<file path="src/design/atr_pkg.sv">
`timescale 1ns / 1ps

package atr_pkg;

    // Input mode codes
    localparam logic [1:0] MODE_START = 2'd0;
    localparam logic [1:0] MODE_BYTE  = 2'd1;
    localparam logic [1:0] MODE_TICK  = 2'd2;

    // Result status codes
    localparam logic [2:0] ST_RUN      = 3'd0;
    localparam logic [2:0] ST_TIMEOUT  = 3'd1;
    localparam logic [2:0] ST_OK       = 3'd2;
    localparam logic [2:0] ST_ERROR    = 3'd3;
    localparam logic [2:0] ST_ATTACHED = 3'd4;
    localparam logic [2:0] ST_NOTICE   = 3'd5;
    localparam logic [2:0] ST_BAD      = 3'd6;

    localparam logic [7:0]  BYTE_ABORT = 8'hFF;
    localparam logic [7:0]  BYTE_LF    = 8'h0A;
    localparam logic [10:0] BUF_DEPTH  = 11'd1024;

    // Pattern lengths
    localparam logic [2:0] OK_LEN  = 3'd4;
    localparam logic [2:0] ERR_LEN = 3'd7;
    localparam logic [3:0] ATT_LEN = 4'd10;
    localparam logic [2:0] NT_LEN  = 3'd6;

    typedef enum logic [2:0] {
        CMD_START,
        CMD_BYTE,
        CMD_ABORT,
        CMD_TICK,
        CMD_NOP
    } cmd_kind_t;

    typedef struct packed {
        cmd_kind_t   kind;
        logic [7:0]  data;
        logic [10:0] room;
        logic [15:0] tmo;
    } cmd_t;

    // "OK\r\n"
    function automatic logic [7:0] ok_char(input logic [2:0] i);
        logic [7:0] c;
        case (i)
            3'd0:    c = 8'h4F;
            3'd1:    c = 8'h4B;
            3'd2:    c = 8'h0D;
            3'd3:    c = 8'h0A;
            default: c = 8'h00;
        endcase
        return c;
    endfunction

    // "ERROR\r\n"
    function automatic logic [7:0] err_char(input logic [2:0] i);
        logic [7:0] c;
        case (i)
            3'd0:    c = 8'h45;
            3'd1:    c = 8'h52;
            3'd2:    c = 8'h52;
            3'd3:    c = 8'h4F;
            3'd4:    c = 8'h52;
            3'd5:    c = 8'h0D;
            3'd6:    c = 8'h0A;
            default: c = 8'h00;
        endcase
        return c;
    endfunction

    // "+CGATT:1\r\n"
    function automatic logic [7:0] att_char(input logic [3:0] i);
        logic [7:0] c;
        case (i)
            4'd0:    c = 8'h2B;
            4'd1:    c = 8'h43;
            4'd2:    c = 8'h47;
            4'd3:    c = 8'h41;
            4'd4:    c = 8'h54;
            4'd5:    c = 8'h54;
            4'd6:    c = 8'h3A;
            4'd7:    c = 8'h31;
            4'd8:    c = 8'h0D;
            4'd9:    c = 8'h0A;
            default: c = 8'h00;
        endcase
        return c;
    endfunction

    // "+NNMI:"
    function automatic logic [7:0] nt_char(input logic [2:0] i);
        logic [7:0] c;
        case (i)
            3'd0:    c = 8'h2B;
            3'd1:    c = 8'h4E;
            3'd2:    c = 8'h4E;
            3'd3:    c = 8'h4D;
            3'd4:    c = 8'h49;
            3'd5:    c = 8'h3A;
            default: c = 8'h00;
        endcase
        return c;
    endfunction

endpackage

</file>
<file path="src/design/atr_front.sv">
`timescale 1ns / 1ps

module atr_front (
    input  logic          in_valid,
    output logic          in_ready,
    input  logic [1:0]    mode,
    input  logic [7:0]    rx_byte,
    input  logic [10:0]   capacity,
    input  logic [15:0]   timeout_ms,
    input  logic          q_full,
    output logic          push,
    output atr_pkg::cmd_t cmd
);
    import atr_pkg::*;

    assign in_ready = !q_full;
    assign push     = in_valid && !q_full;

    always_comb
    begin
        cmd.data = rx_byte;
        cmd.tmo  = timeout_ms;
        // clamp capacity to the buffer size
        cmd.room = (capacity > BUF_DEPTH) ? BUF_DEPTH : capacity;
        case (mode)
            MODE_START: cmd.kind = CMD_START;
            MODE_BYTE:  cmd.kind = (rx_byte == BYTE_ABORT) ? CMD_ABORT : CMD_BYTE;
            MODE_TICK:  cmd.kind = CMD_TICK;
            default:    cmd.kind = CMD_NOP;
        endcase
    end

endmodule

</file>
<file path="src/design/atr_queue.sv">
`timescale 1ns / 1ps

module atr_queue (
    input  logic          clk,
    input  logic          rst_n,
    input  logic          push,
    input  atr_pkg::cmd_t push_cmd,
    output logic          full,
    input  logic          pop,
    output logic          q_valid,
    output atr_pkg::cmd_t q_cmd
);
    import atr_pkg::*;

    cmd_t       entry_reg [2];
    logic       wr_ptr_reg;
    logic       rd_ptr_reg;
    logic [1:0] count_reg;

    assign full    = (count_reg == 2'd2);
    assign q_valid = (count_reg != 2'd0);
    assign q_cmd   = entry_reg[rd_ptr_reg];

    always_ff @(posedge clk or negedge rst_n)
    begin
        if (!rst_n)
        begin
            wr_ptr_reg <= 1'b0;
            rd_ptr_reg <= 1'b0;
            count_reg  <= 2'd0;
        end
        else
        begin
            if (push)
                wr_ptr_reg <= !wr_ptr_reg;
            if (pop)
                rd_ptr_reg <= !rd_ptr_reg;
            case ({push, pop})
                2'b10:   count_reg <= count_reg + 2'd1;
                2'b01:   count_reg <= count_reg - 2'd1;
                default: count_reg <= count_reg;
            endcase
        end
    end

    always_ff @(posedge clk)
    begin
        if (push)
            entry_reg[wr_ptr_reg] <= push_cmd;
    end

endmodule

</file>
<file path="src/design/atr_back.sv">
`timescale 1ns / 1ps

module atr_back (
    input  logic          clk,
    input  logic          rst_n,
    input  logic          q_valid,
    input  atr_pkg::cmd_t q_cmd,
    output logic          pop,
    output logic          out_valid,
    input  logic          out_ready,
    output logic          done_res,
    output logic [2:0]    status,
    output logic          store_enable,
    output logic [9:0]    store_index,
    output logic [7:0]    store_byte,
    output logic          echo_enable,
    output logic [10:0]   received_length
);
    import atr_pkg::*;

    logic        active_reg,  active_next;
    logic [2:0]  ok_reg,      ok_next;
    logic [2:0]  err_reg,     err_next;
    logic [3:0]  att_reg,     att_next;
    logic [2:0]  nt_reg,      nt_next;
    logic [10:0] count_reg,   count_next;
    logic [10:0] room_reg,    room_next;
    logic [15:0] idle_reg,    idle_next;

    logic        out_valid_reg;
    logic        done_reg;
    logic [2:0]  status_reg;
    logic        st_en_reg;
    logic [9:0]  st_idx_reg;
    logic [7:0]  st_byte_reg;
    logic        echo_reg;
    logic [10:0] len_reg;

    logic        r_done;
    logic [2:0]  r_status;
    logic        r_st_en;
    logic [9:0]  r_st_idx;
    logic [7:0]  r_st_byte;
    logic        r_echo;

    logic [7:0]  b;
    logic        ok_hit,  err_hit,  att_hit,  nt_hit;
    logic [2:0]  ok_adv,  err_adv,  nt_adv;
    logic [3:0]  att_adv;
    logic [2:0]  ok_inc,  err_inc,  nt_inc;
    logic [3:0]  att_inc;
    logic        ok_eq,   err_eq,   att_eq,   nt_eq;
    logic        ok_ge,   err_ge,   att_ge,   nt_ge;
    logic [15:0] idle_dec;

    assign pop = q_valid && (!out_valid_reg || out_ready);
    assign b   = q_cmd.data;

    // Matcher steps, evaluated in parallel; the priority chain picks which commit.
    always_comb
    begin
        ok_ge   = (ok_reg >= OK_LEN);
        ok_eq   = (ok_char(ok_reg) == b);
        ok_inc  = ok_reg + 3'd1;
        ok_hit  = ok_ge || (ok_eq && (ok_inc == OK_LEN));
        ok_adv  = ok_ge ? ok_reg : (ok_eq ? ok_inc : 3'd0);

        err_ge  = (err_reg >= ERR_LEN);
        err_eq  = (err_char(err_reg) == b);
        err_inc = err_reg + 3'd1;
        err_hit = err_ge || (err_eq && (err_inc == ERR_LEN));
        err_adv = err_ge ? err_reg : (err_eq ? err_inc : 3'd0);

        att_ge  = (att_reg >= ATT_LEN);
        att_eq  = (att_char(att_reg) == b);
        att_inc = att_reg + 4'd1;
        att_hit = att_ge || (att_eq && (att_inc == ATT_LEN));
        att_adv = att_ge ? att_reg : (att_eq ? att_inc : 4'd0);

        // once the notice header is seen, wait for the line feed
        nt_ge   = (nt_reg >= NT_LEN);
        nt_eq   = (nt_char(nt_reg) == b);
        nt_inc  = nt_reg + 3'd1;
        nt_hit  = nt_ge && (b == BYTE_LF);
        nt_adv  = nt_ge ? nt_reg : (nt_eq ? nt_inc : 3'd0);

        idle_dec = (idle_reg != 16'd0) ? (idle_reg - 16'd1) : idle_reg;
    end

    always_comb
    begin
        active_next = active_reg;
        ok_next     = ok_reg;
        err_next    = err_reg;
        att_next    = att_reg;
        nt_next     = nt_reg;
        count_next  = count_reg;
        room_next   = room_reg;
        idle_next   = idle_reg;
        r_done      = 1'b0;
        r_status    = ST_RUN;
        r_st_en     = 1'b0;
        r_st_idx    = 10'd0;
        r_st_byte   = 8'd0;
        r_echo      = 1'b0;

        case (q_cmd.kind)
            CMD_START:
            begin
                active_next = 1'b1;
                ok_next     = 3'd0;
                err_next    = 3'd0;
                att_next    = 4'd0;
                nt_next     = 3'd0;
                count_next  = 11'd0;
                room_next   = q_cmd.room;
                idle_next   = q_cmd.tmo;
            end
            CMD_ABORT:
            begin
                if (active_reg)
                begin
                    r_done      = 1'b1;
                    r_status    = ST_BAD;
                    active_next = 1'b0;
                end
            end
            CMD_BYTE:
            begin
                if (active_reg)
                begin
                    r_echo    = 1'b1;
                    r_st_byte = b;
                    if (room_reg != 11'd0)
                    begin
                        r_st_en    = 1'b1;
                        r_st_idx   = count_reg[9:0];
                        count_next = count_reg + 11'd1;
                        room_next  = room_reg - 11'd1;
                    end
                    ok_next = ok_adv;
                    if (ok_hit)
                    begin
                        r_done   = 1'b1;
                        r_status = ST_OK;
                    end
                    else
                    begin
                        err_next = err_adv;
                        if (err_hit)
                        begin
                            r_done   = 1'b1;
                            r_status = ST_ERROR;
                        end
                        else
                        begin
                            att_next = att_adv;
                            if (att_hit)
                            begin
                                r_done   = 1'b1;
                                r_status = ST_ATTACHED;
                            end
                            else
                            begin
                                nt_next = nt_adv;
                                if (nt_hit)
                                begin
                                    r_done   = 1'b1;
                                    r_status = ST_NOTICE;
                                end
                                else if (idle_reg == 16'd0)
                                begin
                                    r_done   = 1'b1;
                                    r_status = ST_TIMEOUT;
                                end
                            end
                        end
                    end
                    if (r_done)
                        active_next = 1'b0;
                end
            end
            CMD_TICK:
            begin
                if (active_reg)
                begin
                    idle_next = idle_dec;
                    if (idle_dec == 16'd0)
                    begin
                        r_done      = 1'b1;
                        r_status    = ST_TIMEOUT;
                        active_next = 1'b0;
                    end
                end
            end
            default:
            begin
            end
        endcase
    end

    always_ff @(posedge clk or negedge rst_n)
    begin
        if (!rst_n)
        begin
            active_reg    <= 1'b0;
            ok_reg        <= 3'd0;
            err_reg       <= 3'd0;
            att_reg       <= 4'd0;
            nt_reg        <= 3'd0;
            count_reg     <= 11'd0;
            room_reg      <= 11'd0;
            idle_reg      <= 16'd0;
            out_valid_reg <= 1'b0;
        end
        else
        begin
            if (pop)
            begin
                active_reg <= active_next;
                ok_reg     <= ok_next;
                err_reg    <= err_next;
                att_reg    <= att_next;
                nt_reg     <= nt_next;
                count_reg  <= count_next;
                room_reg   <= room_next;
                idle_reg   <= idle_next;
            end
            if (pop)
                out_valid_reg <= 1'b1;
            else if (out_ready)
                out_valid_reg <= 1'b0;
        end
    end

    // result payload
    always_ff @(posedge clk)
    begin
        if (pop)
        begin
            done_reg    <= r_done;
            status_reg  <= r_status;
            st_en_reg   <= r_st_en;
            st_idx_reg  <= r_st_idx;
            st_byte_reg <= r_st_byte;
            echo_reg    <= r_echo;
            len_reg     <= count_next;
        end
    end

    assign out_valid       = out_valid_reg;
    assign done_res        = done_reg;
    assign status          = status_reg;
    assign store_enable    = st_en_reg;
    assign store_index     = st_idx_reg;
    assign store_byte      = st_byte_reg;
    assign echo_enable     = echo_reg;
    assign received_length = len_reg;

endmodule

</file>
<file path="src/design/at_response_recognizer.sv">
`timescale 1ns / 1ps

// AT response recognizer: watches a modem receive stream for one response.
// Input channel (in_valid/in_ready): mode 0 arms with capacity and timeout_ms,
//   mode 1 carries rx_byte, mode 2 is one elapsed idle millisecond.
// Output channel (out_valid/out_ready): one result per input transfer, in order:
//   done/status, buffer write strobe with index and byte, echo strobe, length.
// Front end decodes mode and abort byte and clamps capacity, then writes a
//   two-entry command queue; the back end runs the four pattern matchers and
//   counters and holds the result in an output register.
// Path: an input transfer is written into the queue, then popped into the output
//   register when it is free or being read; the result waits there for out_ready.
// Throughput: one item per cycle while out_ready is high, set by the single
//   back-end update step (all matchers are evaluated in the same cycle).
// Stall: while the output register is held by out_ready low, the queue keeps
//   taking items until both entries fill, then in_ready drops.
// Reset: rst_n low (asynchronous) empties queue and output, and leaves the
//   recognizer unarmed with all counts at zero.
module at_response_recognizer (
    input  logic        clk,
    input  logic        rst_n,
    input  logic        in_valid,
    output logic        in_ready,
    input  logic [1:0]  mode,
    input  logic [7:0]  rx_byte,
    input  logic [10:0] capacity,
    input  logic [15:0] timeout_ms,
    output logic        out_valid,
    input  logic        out_ready,
    output logic        done_res,
    output logic [2:0]  status,
    output logic        store_enable,
    output logic [9:0]  store_index,
    output logic [7:0]  store_byte,
    output logic        echo_enable,
    output logic [10:0] received_length
);
    import atr_pkg::*;

    cmd_t front_cmd;
    cmd_t q_cmd;
    logic push;
    logic q_full;
    logic q_valid;
    logic pop;

    // decode and clamp, no storage
    atr_front u_front (
        .in_valid   (in_valid),
        .in_ready   (in_ready),
        .mode       (mode),
        .rx_byte    (rx_byte),
        .capacity   (capacity),
        .timeout_ms (timeout_ms),
        .q_full     (q_full),
        .push       (push),
        .cmd        (front_cmd)
    );

    // decouples intake from the back-end stall
    atr_queue u_queue (
        .clk      (clk),
        .rst_n    (rst_n),
        .push     (push),
        .push_cmd (front_cmd),
        .full     (q_full),
        .pop      (pop),
        .q_valid  (q_valid),
        .q_cmd    (q_cmd)
    );

    // matchers, counters and result register
    atr_back u_back (
        .clk             (clk),
        .rst_n           (rst_n),
        .q_valid         (q_valid),
        .q_cmd           (q_cmd),
        .pop             (pop),
        .out_valid       (out_valid),
        .out_ready       (out_ready),
        .done_res        (done_res),
        .status          (status),
        .store_enable    (store_enable),
        .store_index     (store_index),
        .store_byte      (store_byte),
        .echo_enable     (echo_enable),
        .received_length (received_length)
    );

endmodule

</file>
<file path="config.mk">
export PLATFORM = sky130hd
export DESIGN_NAME = at_response_recognizer
export DESIGN_NICKNAME = d
export VERILOG_FILES = /design/src/design/atr_pkg.sv /design/src/design/atr_front.sv /design/src/design/atr_queue.sv /design/src/design/atr_back.sv /design/src/design/at_response_recognizer.sv
export SDC_FILE = /design/constraint.sdc
export NUM_CORES = 1
export LEC_CHECK = 0
export ABC_AREA = 1
export BUFFER_PORTS_ARGS = -buffer_cell sky130_fd_sc_hd__buf_4
export CAP_MARGIN = 0
export CORE_MARGIN = 2
export CORE_UTILIZATION = 55
export DETAILED_ROUTE_END_ITERATION = 6
export PLACE_DENSITY = 0.73
export SYNTH_ARGS = -nofsm -noshare
export SYNTH_HDL_FRONTEND = slang
export SYNTH_HIERARCHICAL = 1
export SYNTH_SLANG_ARGS = --single-unit
</file>
<file path="constraint.sdc">
create_clock -name clk -period 2.9 [get_ports clk]
set_input_delay 0.145 -clock clk [delete_from_list [all_inputs] [get_ports clk]]
set_output_delay 0.145 -clock clk [all_outputs]
set_load 0.02 [all_outputs]
</file>
==> results of run 1 <==
[timing repair]
action                     CTS  global route
gates resized for setup      0             3
hold buffers                27             0
setup endpoints to repair    0             7
hold endpoints to repair   108             0
[stage by stage]
stage          hold slack [ns]  std cells
2_1_floorplan           -0.151       1067
3_3_place_gp             0.281       1329
3_5_place_dp             0.286       1329
4_1_cts                 0.0136       1388
5_1_grt                 0.0446       1388
6_report                0.0237       1388
[synthesized netlist by cell type, types with 6 or more instances]
cell / number / area (um^2)
nand2_1: 233 / 875
inv_1: 138 / 518
edfxtp_1: 111 / 3330
nor2_1: 109 / 409
o21ai_0: 76 / 380
dfrtp_1: 57 / 1430
nand3_1: 55 / 275
o21ai_1: 35 / 175
a21oi_1: 33 / 165
ha_1: 27 / 338
buf_4: 26 / 195
nand4_1: 19 / 119
xor2_1: 16 / 140
o22ai_1: 14 / 87.6
inv_2: 12 / 45.0
clkbuf_1: 11 / 41.3
nor2_2: 11 / 68.8
nand2_2: 10 / 62.6
buf_2: 9 / 45.0
nor3_1: 7 / 35.0
o211ai_1: 6 / 45.0
[kinds of logic (layout without fill, tap and decap cells)]
logic type / count (synthesis) / after routing / synth area share
flip-flops: 168 / 168 / 0.513
multiplexers: 1 / 1 / 0.00108
buffers and inverters: 204 / 305 / 0.0979
AND/OR/NAND/NOR: 466 / 466 / 0.223
XOR/XNOR: 17 / 17 / 0.0161
adder cells (fa/ha/maj): 27 / 27 / 0.0364
AO/OA/AOI/OAI: 184 / 184 / 0.112
[routing by layer]
layer  track usage  up-vias  part of all wire
li1              -     3676                 -
met1         0.290     3354              0.44
met2         0.400      182              0.49
met3        0.0469       38             0.045
met4        0.0922        0             0.022
met5             0        -                 0
[final timing paths]
kind	to	slack [ns]	depth (start not counted)
max	u_back/idle_reg[9]	0.30	11
min	u_queue/entry_reg[0][37]	0.02	3
max reg2reg	u_back/idle_reg[9]	0.30	11
min reg2reg	u_queue/count_reg[1]	0.48	2
max in group asynchronous	u_queue/rd_ptr_reg	1.97	2
min in group asynchronous	u_back/err_reg[1]	0.34	2
[worst min-delay path, cell delays in order]
cell and delay, ns:
buf_4 0.08, nand2_1 0.04, inv_1 0.06
[power breakdown]
group	internal, mW	total (mW)	switching, mW
clock network	1.26	2.18	0.911
logic	1.38	4.20	2.82
registers	3.46	3.88	0.415
total	6.11	10.3	4.14
[final cells by class]
type	count	area, um^2
fill	1359	5760
sequential	168	4760
multi-input combinational	695	3620
timing repair buffer	120	968
inverter	153	579
clock buffer	20	437
tap	220	275
clock inverter	12	125
==> results.sh, run 1 <==
export IMPL_final_common_cell="nand2_1"
export IMPL_worstSetupStartpoint="u_queue/rd_ptr_reg"
export IMPL_netlist_area_mm2=0.00928
export IMPL_die_w_um=134
export IMPL_p_leak_nw=4.79
export IMPL_place_congestion=0.900
export IMPL_antenna_cells=0
export IMPL_maxCapViolCount=0
export IMPL_min_from="mode[0]"
export IMPL_finalCriticalPeriod_ns=2.60
export IMPL_antenna_found_initial=0
export IMPL_cts_root_buf="clkbuf_16"
export IMPL_track_usage=0.233
export IMPL_synth_edf_count=111
export IMPL_ys_warn_count=6
export IMPL_finalWorstSetupSlack_ns=0.300
export IMPL_cp_slowest_cell="dfrtp_2"
export IMPL_clk_latency_ns=0.43
export IMPL_cts_setup_buffers=0
export IMPL_vias_per_cell=5.22
export IMPL_clk_pin_slew_worst_paths_ns=0.07
export IMPL_cts_buffers=17
export IMPL_cp_start_kind="register"
export IMPL_grt_start_max_net_pins=58
export IMPL_cts_buffer_depth=2
export IMPL_fin_util=0.652
export IMPL_finalMaxSlewViolations=0
export IMPL_fp_dieH_um=134
export IMPL_slowest_delay_ns=0.45
export IMPL_synthArstFlopShare=0.339
export IMPL_cpLargestDelayFamily="buffers and inverters"
export IMPL_synthDistinctLibCells=54
export IMPL_timing_critical_path_buf_inv=4
export IMPL_vias=7250
export IMPL_seq_area_frac_synth=0.513
export IMPL_dp_hpwl_um=13900
export IMPL_fin_total_pwr_mw=10.3
export IMPL_largest_reg_flops=76
export IMPL_path_class="reg -> reg"
export IMPL_placed_area_mm2=0.00993
export IMPL_dr_pass1_iters=5
export IMPL_core_area_mm2=0.0165
export IMPL_avgSynthCellArea_um2=8.69
export IMPL_finalWirelength_um=19800
export IMPL_ir_drop_mv=0.473
export IMPL_drive_gt1_frac=0.155
export IMPL_io_buffer_count=77
export IMPL_htree_num_levels=4
export IMPL_syn_nets=1135
export IMPL_status="completed"
export IMPL_gr_total_overflow=0
export IMPL_hold_viol=0
export IMPL_ys_seq_elements=168
export IMPL_skew_ns=0.0134
export IMPL_cts_tree="built"
export IMPL_arrival_ns=2.94
export IMPL_reg2reg_from="u_queue/rd_ptr_reg"
export IMPL_die_area_mm2=0.0179
export IMPL_finalNetCount=1223
export IMPL_clock_sinks=168
export IMPL_postRouteAntennaNets=0
export IMPL_hold_path_class="in -> reg"
export IMPL_max_slew_margin_rel=0.460
export IMPL_fin_crit_sh=0.897
export IMPL_wl_per_cell_um=14.3
export IMPL_grt_first_pass_wirelength_um=32900
export IMPL_drcViolationCount=0
export IMPL_cp_data_required_time_ns=3.24
export IMPL_area_delta_synth_final_pct=16.1
export IMPL_post_place_ws_ns=0.268
export IMPL_synth_top_flop_cell="edfxtp_1"
export IMPL_initial_core_util=0.561
export IMPL_path_common_cell="o21ai_0"
export IMPL_rsz0062_at_grt="false"
export IMPL_fmax_ghz=0.385
export IMPL_io_pins=78
export IMPL_design_area_mm2=0.0108
export IMPL_crit_path_end_kind="register"
export IMPL_tightest_slew_ns=0.811
export IMPL_synthCells=1067
export IMPL_dr_first_iter_drc_count=556
export IMPL_path_max_fanout=24
export IMPL_crit_chain="buf_4 > nand2_1 > o21ai_0 > inv_1 > nor2_2 > inv_1 > nor2_1 > o21ai_4 > inv_4 > o21ai_0 > o21ai_0"
export IMPL_power_density_mw_per_mm2=952
export IMPL_final_cell_mix="nand2_1, inv_1, edfxtp_1, nor2_1, buf_4"
export IMPL_first_global_vias=6934
export IMPL_setup_viol=0
export IMPL_setup_tns_ns=0
export IMPL_rows=47
No activity file was read; power rests on OpenSTA's default activity.
==> run 2, diff against run 1 <==
GPL_TIMING_DRIVEN = 0   (was not set)
==> results.sh, run 2 (synthesis results as in run 1) <==
export IMPL_grt_first_pass_wirelength_um=34100
export IMPL_r2r_setup_slack_ns=0.21
export IMPL_rr_worst_depth=13
export IMPL_drive_gt1_frac=0.167
export IMPL_dr_first_iter_drc_count=613
export IMPL_arrival_ns=2.85
export IMPL_tightest_slew_ns=0.892
export IMPL_antenna_cells=0
export IMPL_largest_reg_flops=76
export IMPL_io_buffer_count=61
export IMPL_vias=7495
export IMPL_cp_data_required_time_ns=3.06
export IMPL_final_common_cell="nand2_1"
export IMPL_finalWirelength_um=20900
export IMPL_dp_hpwl_um=14800
export IMPL_first_global_vias=7096
export IMPL_hold_path_class="in -> reg"
export IMPL_gr_total_overflow=0
export IMPL_status="completed"
export IMPL_dp_cells=1350
export IMPL_crit_path_end="u_back/status[0]"
export IMPL_vias_per_cell=5.33
export IMPL_fin_crit_sh=0.929
export IMPL_cts_buffer_depth=2
export IMPL_path_max_fanout=10
export IMPL_antenna_found_initial=0
export IMPL_max_slew_margin_rel=0.405
export IMPL_core_area_mm2=0.0165
export IMPL_maxCapViolCount=0
export IMPL_htree_num_levels=4
export IMPL_setup_viol=0
export IMPL_area_delta_synth_final_pct=17.4
export IMPL_crit_path_end_kind="register"
export IMPL_cp_start_kind="register"
export IMPL_ir_drop_mv=0.621
export IMPL_fp_dieH_um=134
export IMPL_grt_start_max_net_pins=58
export IMPL_die_area_mm2=0.0179
export IMPL_holdWs_ns=0.0238
export IMPL_fmax_ghz=0.371
export IMPL_cts_setup_buffers=0
export IMPL_reg2reg_from="u_queue/rd_ptr_reg"
export IMPL_cts_buffers=17
export IMPL_design_area_mm2=0.0109
export IMPL_post_place_ws_ns=-0.0320
export IMPL_finalWorstSetupSlack_ns=0.206
export IMPL_p_leak_nw=4.85
export IMPL_power_density_mw_per_mm2=957
export IMPL_place_congestion=0.903
export IMPL_postRouteAntennaNets=0
export IMPL_worstSetupStartpoint="u_queue/rd_ptr_reg"
export IMPL_hold_viol=0
export IMPL_wl_per_cell_um=14.8
export IMPL_r2r_end="u_back/status[0]"
export IMPL_finalCriticalPeriod_ns=2.69
export IMPL_finalMaxSlewViolations=0
export IMPL_dr_pass1_iters=5
export IMPL_die_w_um=134
export IMPL_initial_core_util=0.561
export IMPL_final_cell_mix="nand2_1, inv_1, edfxtp_1, nor2_1, buf_4"
export IMPL_path_class="reg -> reg"
export IMPL_rows=47
export IMPL_clk_latency_ns=0.43
export IMPL_fin_total_pwr_mw=10.4
export IMPL_finalNetCount=1242
export IMPL_cts_root_buf="clkbuf_16"
export IMPL_track_usage=0.244
export IMPL_drcViolationCount=0
export IMPL_clock_sinks=168
export IMPL_instances_no_fill=1407
export IMPL_io_pins=78
export IMPL_placed_area_mm2=0.0101
export IMPL_skew_ns=0.0119
export IMPL_rsz0062_at_grt="false"
export IMPL_clk_pin_slew_worst_paths_ns=0.06
export IMPL_cts_tree="built"
[run 2: cell types whose count changed in the layout (fill, tap and decap cells not counted), sizes merged]
cell	before	now
buf	93	102
bufinv	2	1
clkbuf	20	32
clkinv	7	9
dlygate4sd3	27	25
inv	154	153
[run 2: worst min-delay path by stage]
stage,startpoint,end,slack (ns),cells past startpoint
floorplan,rst_n,u_back/active_reg,-0.15,0
CTS,rx_byte[0],u_queue/entry_reg[0][27],0.003,2
detailed placement,rst_n,u_back/idle_reg[7],0.28,1
finish,rx_byte[0],u_queue/entry_reg[0][27],0.02,2
global placement,rst_n,u_back/idle_reg[7],0.27,1
global route,rx_byte[0],u_queue/entry_reg[0][27],0.002,2
[run 2: area by class of cell]
class / instances / area, um^2
timing repair buffer: 88 / 748
buffer: 51 / 334
inverter: 153 / 577
clock buffer: 20 / 457
fill: 1362 / 5630
tap: 220 / 275
multi-input combinational: 695 / 3620
clock inverter: 12 / 120
sequential: 168 / 4760
[run 2: layer usage]
| layer | GRT usage | wire length [um] | up-vias | part of all wire |
|---|---|---|---|---|
| met1 | 0.309 | 9070 | 3510 | 0.43 |
| met5 | 0 | 0 | - | 0 |
| met4 | 0.0810 | 379 | 0 | 0.018 |
| met3 | 0.0446 | 925 | 35 | 0.044 |
| li1 | - | - | 3730 | - |
| met2 | 0.423 | 10500 | 220 | 0.50 |
[run 2: power breakdown]
group	internal (mW)	leakage, nW	switching (mW)
combinational	1.43	2.77	2.96
sequential	3.46	1.80	0.399
clock	1.24	0.277	0.939
total	6.13	4.85	4.30
[run 2: per-stage QoR]
stage	utilization	TNS, ns
after floorplan	-	0
after global placement	0.606	-38.15
after detailed placement	0.609	-0.0320
after CTS	0.659	0
after global routing	0.659	0
final	0.659	0
[run 2: critical path, stage by stage, from the launching register on]
cell     delay, ns
dfrtp_1       0.40
buf_4         0.22
buf_6         0.18
nand2_1       0.06
o21ai_1       0.31
inv_1         0.29
nand3_1       0.15
nand2_1       0.08
nor2_2        0.10
nand4_1       0.11
nand2_1       0.12
a21oi_1       0.05
o21ai_0       0.22
nand2_1       0.13
[run 2: repair_timing]
| item | 4_1_cts | 5_1_grt |
|---|---|---|
| endpoints found under the setup margin | 7 | 27 |
| hold buffers | 25 | 0 |
| endpoints found under the hold margin | 104 | 0 |
| gates resized for setup | 1 | 8 |
